<file path="config.mk">
export PLATFORM = sky130hd
export DESIGN_NAME = crc32_radix_tag_generator_unit
export DESIGN_NICKNAME = d
export VERILOG_FILES = /design/src/hdl/crc32rt_pkg.sv /design/src/hdl/crc32_radix_tag_generator_unit.sv /design/src/hdl/crc32rt_crc.sv /design/src/hdl/crc32rt_div.sv
export SDC_FILE = /design/constraint.sdc
export NUM_CORES = 2
export LEC_CHECK = 0
export CORE_UTILIZATION = 64
export DETAILED_ROUTE_END_ITERATION = 8
export DONT_BUFFER_PORTS = 1
export PLACE_DENSITY = 0.88
export SYNTH_ARGS = -nofsm -noshare
export SYNTH_HDL_FRONTEND = slang
export SYNTH_HIERARCHICAL = 1
export SYNTH_SLANG_ARGS = --single-unit
</file>
<file path="constraint.sdc">
create_clock -name i_clk -period 17 [get_ports i_clk]
set_input_delay 2.55 -clock i_clk [delete_from_list [all_inputs] [get_ports i_clk]]
set_output_delay 2.55 -clock i_clk [all_outputs]
set_load 0.05 [all_outputs]
</file>
<file path="src/hdl/crc32rt_pkg.sv">
// Package for the CRC-32 radix tag generator.
// Holds CRC constants, digit bases, sequencer states and the symbol lookup.
// No dependencies.
`default_nettype none

package crc32rt_pkg;

    localparam logic [31:0] CRC_POLY = 32'hEDB88320;
    localparam logic [31:0] CRC_INIT = 32'hFFFFFFFF;

    localparam logic [7:0] LETTER_BASE = 8'd26;
    localparam logic [7:0] SYMBOL_BASE = 8'd83;
    localparam logic [7:0] LETTER_A    = 8'h41;

    localparam logic [2:0] LETTER_LAST_POS = 3'd5;
    localparam logic [2:0] SYMBOL_LAST_POS = 3'd4;

    localparam int unsigned WORD_W = 32;
    localparam int unsigned REM_W  = 7;

    // quotient = (value * recip) >> shift, exact for any 32-bit value
    localparam logic [31:0] LETTER_RECIP = 32'd2643056798;
    localparam logic [31:0] SYMBOL_RECIP = 32'd3311782012;
    localparam int unsigned LETTER_SHIFT = 36;
    localparam int unsigned SYMBOL_SHIFT = 38;

    typedef enum logic [1:0] {
        ST_IDLE,
        ST_DIV,
        ST_EMIT
    } t_state;

    typedef struct packed {
        logic start;
        logic mode;
    } t_div_ctl;

    function automatic logic [7:0] symbol_char(input logic [REM_W-1:0] idx);
        logic [7:0] wide;
        logic [7:0] ch;
        wide = {1'b0, idx};
        if (wide >= 8'd10 && wide <= 8'd19) begin
            ch = 8'(wide + 8'h26);
        end else if (wide >= 8'd25 && wide <= 8'd50) begin
            ch = 8'(wide + 8'h28);
        end else if (wide >= 8'd55 && wide <= 8'd80) begin
            ch = 8'(wide + 8'h2A);
        end else begin
            case (wide)
                8'd0:    ch = 8'h21;
                8'd1:    ch = 8'h22;
                8'd2:    ch = 8'h24;
                8'd3:    ch = 8'h26;
                8'd4:    ch = 8'h27;
                8'd5:    ch = 8'h2A;
                8'd6:    ch = 8'h2B;
                8'd7:    ch = 8'h2C;
                8'd8:    ch = 8'h2D;
                8'd9:    ch = 8'h2E;
                8'd20:   ch = 8'h3A;
                8'd21:   ch = 8'h3B;
                8'd22:   ch = 8'h3D;
                8'd23:   ch = 8'h3F;
                8'd24:   ch = 8'h40;
                8'd51:   ch = 8'h5C;
                8'd52:   ch = 8'h5E;
                8'd53:   ch = 8'h5F;
                8'd54:   ch = 8'h60;
                8'd81:   ch = 8'h7C;
                8'd82:   ch = 8'h7E;
                default: ch = 8'h00;
            endcase
        end
        return ch;
    endfunction

endpackage

`default_nettype wire

</file>
<file path="src/hdl/crc32_radix_tag_generator_unit.sv">
// Top level of the CRC-32 radix tag generator: stream ports, sequencer, output register.
// Depends on crc32rt_pkg, crc32rt_crc and crc32rt_div.
//
// channel   dir  tdata                            tuser     tlast
// s_axis    in   [7:0] data_byte                  has_byte  end_of_message
// m_axis    out  [7:0] tag_char, [10:8] char_pos  -         last_char
// cfg       in   i_cfg_wdata = alphabet_mode (write on i_cfg_we)
//
// Bytes without end of message: one item per cycle.
// Item with end of message: each tag digit passes the shared divider's multiply,
// remainder and done registers, then is output; 6 or 5 digits before the next item.
// Synchronous active-low reset; crc returns to all ones, mode to letters.
// A stalled output holds the sequencer in place.
`default_nettype none

module crc32_radix_tag_generator_unit
    import crc32rt_pkg::*;
(
    input  wire logic        i_clk,
    input  wire logic        i_rst_n,
    input  wire logic        i_cfg_we,
    input  wire logic        i_cfg_wdata,
    input  wire logic        s_axis_tvalid,
    output logic             s_axis_tready,
    input  wire logic [7:0]  s_axis_tdata,   // [7:0] data_byte
    input  wire logic        s_axis_tuser,   // [0] has_byte
    input  wire logic        s_axis_tlast,
    output logic             m_axis_tvalid,
    input  wire logic        m_axis_tready,
    output logic      [15:0] m_axis_tdata,   // [7:0] tag_char, [10:8] char_position
    output logic             m_axis_tlast
);

    t_state            r_state;
    t_state            n_state;
    logic              r_mode;
    logic [7:0]        r_char;
    logic [2:0]        r_pos;
    logic              r_last;

    logic              w_in_acc;
    logic              w_out_acc;
    logic              w_clear;
    logic [31:0]       w_crc_next;
    t_div_ctl          w_div_ctl;
    logic [WORD_W-1:0] w_div_value;
    logic              w_div_done;
    logic [WORD_W-1:0] w_quotient;
    logic [REM_W-1:0]  w_remainder;
    logic [7:0]        w_char;
    logic [2:0]        w_last_pos;

    assign w_in_acc  = s_axis_tvalid && s_axis_tready;
    assign w_out_acc = m_axis_tvalid && m_axis_tready;
    assign w_clear   = w_in_acc && s_axis_tlast;

    crc32rt_crc u_crc (
        .i_clk      (i_clk),
        .i_rst_n    (i_rst_n),
        .i_absorb   (w_in_acc && s_axis_tuser),
        .i_clear    (w_clear),
        .i_byte     (s_axis_tdata),
        .o_crc_next (w_crc_next)
    );

    crc32rt_div u_div (
        .i_clk       (i_clk),
        .i_rst_n     (i_rst_n),
        .i_ctl       (w_div_ctl),
        .i_value     (w_div_value),
        .o_done      (w_div_done),
        .o_quotient  (w_quotient),
        .o_remainder (w_remainder)
    );

    assign w_last_pos  = r_mode ? SYMBOL_LAST_POS : LETTER_LAST_POS;
    assign w_char      = r_mode ? symbol_char(w_remainder)
                                : 8'(LETTER_A + {1'b0, w_remainder});
    assign w_div_value = (r_state == ST_IDLE) ? ~w_crc_next : w_quotient;

    always_comb begin
        n_state = r_state;
        unique case (r_state)
            ST_IDLE: begin
                if (w_clear) n_state = ST_DIV;
            end
            ST_DIV: begin
                if (w_div_done) n_state = ST_EMIT;
            end
            ST_EMIT: begin
                if (m_axis_tready) n_state = r_last ? ST_IDLE : ST_DIV;
            end
            default: n_state = ST_IDLE;
        endcase
    end

    always_comb begin
        s_axis_tready   = 1'b0;
        m_axis_tvalid   = 1'b0;
        w_div_ctl.start = 1'b0;
        w_div_ctl.mode  = r_mode;
        unique case (r_state)
            ST_IDLE: begin
                s_axis_tready   = 1'b1;
                w_div_ctl.start = s_axis_tvalid && s_axis_tlast;
            end
            ST_DIV: begin
            end
            ST_EMIT: begin
                m_axis_tvalid   = 1'b1;
                w_div_ctl.start = m_axis_tready && !r_last;
            end
            default: begin
            end
        endcase
    end

    always_ff @(posedge i_clk) begin
        if (!i_rst_n) begin
            r_state <= ST_IDLE;
            r_mode  <= 1'b0;
            r_pos   <= '0;
        end else begin
            r_state <= n_state;
            if (i_cfg_we) r_mode <= i_cfg_wdata;
            if (w_clear) begin
                r_pos <= '0;
            end else if (w_out_acc) begin
                r_pos <= 3'(r_pos + 1'b1);
            end
        end
    end

    always_ff @(posedge i_clk) begin
        if (w_div_done) begin
            r_char <= w_char;
            r_last <= (r_pos == w_last_pos);
        end
    end

    assign m_axis_tdata = {5'b0, r_pos, r_char};
    assign m_axis_tlast = r_last;

    a_no_overlap: assert property (@(posedge i_clk) disable iff (!i_rst_n)
        !(s_axis_tready && m_axis_tvalid))
        else $error("input and output sides open together");

    a_last_pos: assert property (@(posedge i_clk) disable iff (!i_rst_n)
        m_axis_tvalid && m_axis_tlast |-> r_pos == w_last_pos)
        else $error("last item at wrong position");

    a_done_in_div: assert property (@(posedge i_clk) disable iff (!i_rst_n)
        w_div_done |-> r_state == ST_DIV)
        else $error("divider finished outside a digit step");

    a_back_to_idle: assert property (@(posedge i_clk) disable iff (!i_rst_n)
        w_out_acc && m_axis_tlast |=> s_axis_tready)
        else $error("no return to input after tag");

endmodule

`default_nettype wire

</file>
<file path="src/hdl/crc32rt_crc.sv">
// CRC-32 register with byte-wide update, one byte per cycle.
// Depends on crc32rt_pkg.
`default_nettype none

module crc32rt_crc
    import crc32rt_pkg::*;
(
    input  wire logic        i_clk,
    input  wire logic        i_rst_n,
    input  wire logic        i_absorb,
    input  wire logic        i_clear,
    input  wire logic [7:0]  i_byte,
    output logic      [31:0] o_crc_next
);

    logic [31:0] r_crc;
    logic [31:0] n_crc;

    always_comb begin
        n_crc = r_crc ^ {24'h0, i_byte};
        for (int k = 0; k < 8; k++) begin
            n_crc = n_crc[0] ? ((n_crc >> 1) ^ CRC_POLY) : (n_crc >> 1);
        end
    end

    assign o_crc_next = i_absorb ? n_crc : r_crc;

    always_ff @(posedge i_clk) begin
        if (!i_rst_n) begin
            r_crc <= CRC_INIT;
        end else if (i_clear) begin
            r_crc <= CRC_INIT;
        end else if (i_absorb) begin
            r_crc <= n_crc;
        end
    end

endmodule

`default_nettype wire

</file>
<file path="src/hdl/crc32rt_div.sv">
// Shared radix divider: reciprocal multiply for the quotient, then the remainder,
// one digit at a time through the multiply, remainder and done registers.
// Depends on crc32rt_pkg.
`default_nettype none

module crc32rt_div
    import crc32rt_pkg::*;
(
    input  wire logic              i_clk,
    input  wire logic              i_rst_n,
    input  wire t_div_ctl          i_ctl,
    input  wire logic [WORD_W-1:0] i_value,
    output logic                   o_done,
    output logic      [WORD_W-1:0] o_quotient,
    output logic      [REM_W-1:0]  o_remainder
);

    logic                r_mul_go;
    logic                r_rem_go;
    logic                r_done;
    logic [WORD_W-1:0]   r_val;
    logic [WORD_W-1:0]   r_quo;
    logic [REM_W-1:0]    r_rem;
    logic [WORD_W-1:0]   w_recip;
    logic [2*WORD_W-1:0] w_prod;
    logic [WORD_W-1:0]   w_quo;
    logic [REM_W-1:0]    w_base;
    logic [REM_W-1:0]    w_qd;
    logic [REM_W-1:0]    w_rem;

    assign w_recip = i_ctl.mode ? SYMBOL_RECIP : LETTER_RECIP;
    assign w_prod  = {{WORD_W{1'b0}}, r_val} * {{WORD_W{1'b0}}, w_recip};
    assign w_quo   = i_ctl.mode ? WORD_W'(w_prod >> SYMBOL_SHIFT)
                                : WORD_W'(w_prod >> LETTER_SHIFT);
    assign w_base  = i_ctl.mode ? REM_W'(SYMBOL_BASE) : REM_W'(LETTER_BASE);
    assign w_qd    = REM_W'(r_quo[REM_W-1:0] * w_base);
    assign w_rem   = REM_W'(r_val[REM_W-1:0] - w_qd);

    always_ff @(posedge i_clk) begin
        if (!i_rst_n) begin
            r_mul_go <= 1'b0;
            r_rem_go <= 1'b0;
            r_done   <= 1'b0;
        end else begin
            r_mul_go <= i_ctl.start;
            r_rem_go <= r_mul_go;
            r_done   <= r_rem_go;
        end
    end

    always_ff @(posedge i_clk) begin
        if (i_ctl.start) begin
            r_val <= i_value;
        end
        if (r_mul_go) begin
            r_quo <= w_quo;
        end
        if (r_rem_go) begin
            r_rem <= w_rem;
        end
    end

    assign o_done      = r_done;
    assign o_quotient  = r_quo;
    assign o_remainder = r_rem;

endmodule

`default_nettype wire
</file>
Yosys cells after proc, flatten, opt, wreduce, memory -nomap -nowiden
Cells that the tools add are included.
{"block": "totals", "n_memories": 0, "reg_bits": 121, "output_inout_bits": 19, "latchBits": 0, "rom_bits": 0, "mem_bits_rw": 0}
{"block": "classes", "n_bitwise": 11, "n_mul": 2, "n_reduce_logical": 14, "n_mux": 27, "eq_ne": 26, "order_cmp": 6, "addsub": 6, "n_div": 0, "shifts": 0}
{"cell": "$mux 32", "count": 10}
{"cell": "$pmux 7 s21", "count": 1}
{"cell": "$not 13->14", "count": 8}
{"cell": "$mul 32x32->64", "count": 1}
{"cell": "$eq 7x5->1 const B", "count": 5}
{"cell": "$mux 8", "count": 4}
{"cell": "$not 32->32", "count": 1}
{"cell": "$xor 32x8->32", "count": 1}
{"cell": "$mux 31", "count": 1}
{"cell": "$eq 7x3->1 const B", "count": 4}
{"cell": "$eq 7x6->1 const B", "count": 4}
{"cell": "$mux 26", "count": 1}
{"cell": "$add 7x6->8 const B", "count": 3}
{"cell": "$eq 7x2->1 const B", "count": 2}
{"cell": "$eq 7x4->1 const B", "count": 2}
{"cell": "$eq 7x7->1 const B", "count": 2}
{"cell": "$logic_and 1x1->1", "count": 9}
{"cell": "$add 7x7->8 const A", "count": 1}
{"cell": "$eq 7x1->1 const B", "count": 1}
{"cell": "$ge 7x4->1 const B", "count": 1}
{"cell": "$ge 7x5->1 const B", "count": 1}
{"cell": "$ge 7x6->1 const B", "count": 1}
{"cell": "$le 7x5->1 const B", "count": 1}
{"cell": "$le 7x6->1 const B", "count": 1}
{"cell": "other kinds (20)", "count": 26}

Depth between registers and ports, before layout
{"block": "depth", "ltp_word": 20, "ltp_mapped": 32}

Hierarchy
Netlist, hierarchy kept.
{"mod": "crc32rt_div", "cells_each": 2560, "area_each_um2": 26026.2, "instances": 1}
{"mod": "crc32_radix_tag_generator_unit", "cells_each": 307, "area_each_um2": 2240.9, "instances": 1}
{"mod": "crc32rt_crc", "cells_each": 199, "area_each_um2": 2054.5, "instances": 1}

Worst setup path after synthesis
Ideal clock, no wire load.
{"block": "synth_path", "path_type": "reg-to-reg", "startpoint": "reg r_mode", "endpoint": "reg u_div.r_quo[15] (netlist: u_div/o_quotient[15]) (data pin)", "synth_period_minus_slack_ns": 7.626, "slack_ns": 9.374, "arrival_ns": 7.350, "stages_incl_launch_ff": 30, "required_ns": 16.725, "cell_sequence": "dfxtp_1 > buf_6 > clkinv_1 > clkbuf_1 > buf_1 > nor2_1 > nor2_1 > inv_1 > ha_1 > ha_1 > fa_1 > inv_1 > fa_1 > inv_1 > fa_1 > fa_1 > fa_1 > inv_1 > fa_1 > inv_1 > ha_1 > and4_1 > and2_4 > and4b_1 > a211oi_2 > o211ai_2 > a311o_1 > a311oi_2 > xor2_1 > mux2i_1"}
{"block": "synth_between", "elab_chain_cells": 3}
{"element": "start: declaration", "line": "crc32_radix_tag_generator_unit.sv:36", "text": "logic r_mode;"}
{"element": "start signal: assignment", "line": "crc32_radix_tag_generator_unit.sv:125", "text": "if (i_cfg_we) r_mode <= i_cfg_wdata;"}
{"element": "$mux 31", "line": "crc32rt_div.sv:31", "text": "assign w_recip = i_ctl.mode ? SYMBOL_RECIP : LETTER_RECIP;"}
{"element": "$mul 32x32->64", "line": "crc32rt_div.sv:32", "text": "assign w_prod = {{WORD_W{1'b0}}, r_val} * {{WORD_W{1'b0}}, w_recip};"}
{"element": "$mux 26 *", "line": "crc32rt_div.sv:33", "text": "assign w_quo = i_ctl.mode ? WORD_W'(w_prod >> SYMBOL_SHIFT)"}
{"element": "net u_div.w_quo[15]", "line": "crc32rt_div.sv:26", "text": "logic [WORD_W-1:0] w_quo;"}
{"element": "end signal: assignment", "line": "crc32rt_div.sv:56", "text": "r_quo <= w_quo;"}
{"element": "end: declaration", "line": "crc32rt_div.sv:22", "text": "logic [WORD_W-1:0] r_quo;"}
Mark *: on every way through the listed nets, which the timed path passes. The rest lies on a longest branch.
A chain may end at the register's enable or synchronous reset.

Worst setup path after layout
{"block": "layout_path", "startpoint": "reg u_div.r_val[17]", "endpoint": "reg u_div.r_quo[9] (netlist: u_div/o_quotient[9]) (data pin)"}
{"block": "layout_between", "elab_chain_cells": 2}
{"element": "start: declaration", "line": "crc32rt_div.sv:21", "text": "logic [WORD_W-1:0] r_val;"}
{"element": "start signal: assignment", "line": "crc32rt_div.sv:53", "text": "r_val <= i_value;"}
{"element": "$mul 32x32->64", "line": "crc32rt_div.sv:32"}
{"element": "$mux 26", "line": "crc32rt_div.sv:33"}
{"element": "net u_div.w_quo[9]", "line": "crc32rt_div.sv:26"}
The timed path passes the listed nets, and every way through them passes these cells.

==> impl_metrics.csv <==
group,metric,value,unit
setup_path,cp.required,17.09,ns
final_layout,drive_above_1_share,0.0487,
setup_path,crit_path_end,"u_div/o_quotient[9]$_DFFE_PP_",
timing,whs,0.529,ns
logic_synthesis,synthFlopType,"edfxtp_1",
routing,first_pass_iters,6,
routing,wl_per_cell,22.7,um
logic_synthesis,ys_seq_area_frac,0.102,
setup_path,regToRegSetupSlack,8.08,ns
worst_hold_path,hp-class,"reg -> reg",
setup_path,cp-startpoint,"u_div/r_val[17]$_DFFE_PP_",
flow_run,cap_viol_max_count,0,
final_layout,nets,4123,
logic_synthesis,synth_edf_count,76,
routing,remaining_drc_errors,0,
logic_synthesis,synthArstFlopShare,0,
floorplanning,row_count,79,
setup_path,rr_worst_depth,26,
logic_synthesis,ys_ff_latch,117,
timing,slew_headroom,0.230,
clock_tree,hold_buffers,0,
setup_path,r2r-start,"u_div/r_val[17]$_DFFE_PP_",
timing,grt_setup_unrepaired,"false",
clock_tree,path_clk_slew,0.06,ns
final_layout,layout_common_cells,"872 x inv_1, 554 x fa_1, 507 x ha_1, 110 x nand2_1, 106 x nor2_1",
routing,drt_iter0_drc,2022,
setup_path,r2r-end,"u_div/o_quotient[9]$_DFFE_PP_",
floorplanning,start_util,0.650,
setup_path,critPathKind,"reg -> reg",
logic_synthesis,syn_inst,3066,
floorplanning,boundaryPins,35,
routing,ant_nets,0,
floorplanning,dieArea,48300,um^2
logic_synthesis,syn_area_per_cell,9.89,um^2
timing,setup_violations,0,
setup_path,critPathMaxFanout,7,
clock_tree,cts_tree,"built",
timing,hold_viol,0,
global_routing,grt_first_pass_wirelength,130,mm
floorplanning,die_h,220,um
clock_tree,clock_path_buffers,2,
floorplanning,core,46700,um^2
placement,place_congestion,1.03,
clock_tree,cts_buffers,17,
timing,worst_pin_slew,1.15,ns
logic_synthesis,netlist_area,30300,um^2
outcome,run_status,"completed",
final_layout,diodes,0,
timing,finalMaxSlewViolations,0,
global_routing,antenna_found_initial,1,
placement,io_buffers,0,
setup_path,worstPathArrival,9.01,ns
timing,finalSetupTns,0,ns
global_routing,grtUsageTotal,0.364,
final_layout,final_common_cell,"inv_1",
placement,dp_hpwl,70.4,mm
logic_synthesis,ys_types,95,
routing,vias_per_cell,5.89,
floorplanning,die_w,220,um
logic_synthesis,yosys_warnings,6,
timing,skew,0.0113,ns
routing,num_vias,21600,
global_routing,gr-total-overflow,0,
final_layout,syn2layout_area_growth,3.93,%
clock_tree,postCtsSetupRepairBufs,0,
clock_tree,root_buffer,"clkbuf_16",
setup_path,worst_setup_path_start_kind,"register",
final_layout,fillers,3460,
timing,fmax,0.112,GHz
clock_tree,clock_sinks,117,
setup_path,critPathCaptureType,"register",
timing,period_needed,8.92,ns
routing,wirelength,83.0,mm
clock_tree,cts_max_level,4,
global_routing,grt_pass1_vias,23400,
clock_tree,cts_resized,0,
timing,post-route-period-util,0.525,
clock_tree,clock_latency,0.42,ns
global_routing,grt_max_degree,66,
==> Yosys cell counts (all sizes together), types with 8 or more instances <==
cell type,count,area [um^2]
and2,28,179
fa,554,11100
nor3,21,105
a21o,29,219
edfxtp,76,2280
nor2,111,429
mux2,28,315
and3,13,81.3
or2,8,50.1
inv,873,3280
mux2i,14,140
ha,507,6340
a31oi,18,113
a211oi,14,130
xor2,28,287
o211ai,11,87.6
nand3,26,130
dfxtp,41,821
xnor2,103,970
o21bai,9,67.6
clkbuf,61,229
nand2b,32,215
nor2b,33,209
nand4,12,75.1
a21oi,80,423
buf,29,203
o21ai,89,453
nand2,111,424
==> metal layers <==
layer / up-vias / global-route usage / share of wire
met5: - / 0 / 0
met3: 306 / 0.0569 / 0.083
met1: 10700 / 0.456 / 0.37
met2: 1169 / 0.591 / 0.47
met4: 0 / 0.234 / 0.080
li1: 9430 / - / -
==> final cells by class <==
cell class / instances / area, um^2 / share of cell area
inverter: 877 / 3290 / 0.104
clock buffer: 20 / 489 / 0.0155
timing repair buffer: 14 / 105 / 0.00334
tap: 607 / 759 / 0.0241
multi-input combinational: 2019 / 23600 / 0.750
sequential: 117 / 3100 / 0.0985
clock inverter: 12 / 114 / 0.00361
==> state kept, by name, indices dropped and copies added, names as in the netlist <==
signal and flops:
u_div/r_mul_go 1, u_div/o_quotient 28, u_div/o_remainder 7, r_state 2, r_char 8, r_mode 1, m_axis_tlast 1, r_pos 3
u_div/r_rem_go 1, u_div/o_done 1, u_div/r_val 32, u_crc/r_crc 32
==> cells by family after synthesis <==
family,after synthesis,synth area share
XOR/XNOR,132,0.0422
multiplexers,42,0.0150
AND/OR/NAND/NOR,415,0.0677
buffers and inverters,967,0.123
other,3,0.000371
AO/OA/AOI/OAI,329,0.0746
flip-flops,117,0.102
adder cells (fa/ha/maj),1061,0.575
==> worst min path at each step <==
| stage | start | to | slack, ns | cells past startpoint |
|---|---|---|---|---|
| 3_5_place_dp | u_div/o_quotient[27]$_SDFFCE_PP0P_ | u_div/r_val[27]$_DFFE_PP_ | 0.51 | 2 |
| 6_report | u_div/o_quotient[27]$_SDFFCE_PP0P_ | u_div/r_val[27]$_DFFE_PP_ | 0.53 | 2 |
| 4_1_cts | u_div/o_quotient[27]$_SDFFCE_PP0P_ | u_div/r_val[27]$_DFFE_PP_ | 0.52 | 2 |
| 5_1_grt | u_div/o_quotient[20]$_DFFE_PP_ | u_div/r_val[20]$_DFFE_PP_ | 0.57 | 2 |
| 2_1_floorplan | u_crc/r_crc[24]$_SDFF_PP1_ | u_crc/r_crc[24]$_SDFF_PP1_ | 0.48 | 2 |
| 3_3_place_gp | u_crc/r_crc[24]$_SDFF_PP1_ | u_crc/r_crc[24]$_SDFF_PP1_ | 0.49 | 2 |
==> worst max-delay path, stage by stage (launching register included) <==
cell      delay [ns]
edfxtp_1        0.80
inv_1           0.21
nor2_1          0.74
nor2_1          0.26
inv_1           0.12
ha_1            0.25
ha_1            0.32
fa_1            0.50
inv_1           0.05
fa_1            0.54
inv_1           0.08
fa_1            0.50
fa_1            0.52
fa_1            0.52
inv_1           0.06
fa_1            0.49
inv_1           0.08
ha_1            0.34
and3_1          0.21
a221oi_2        0.29
nand2_1         0.10
a211oi_2        0.33
o211ai_2        0.16
a311o_1         0.40
a31oi_1         0.24
xor2_1          0.25
o21ai_0         0.22
==> stage by stage <==
stage          std cells  cell area, um^2   util  worst slack [ns]
5_1_grt             3666            31500  0.675              7.94
4_1_cts             3666            31500  0.675              8.30
3_3_place_gp        3634            30900  0.663              8.60
3_5_place_dp        3634            30900  0.663              8.41
6_report            3666            31500  0.675              8.08
2_1_floorplan       3103            30500      -              9.37
Power is left out: the tool's default activity adds up to more than one toggle a clock period on the data nets, which glitch-free logic cannot reach.
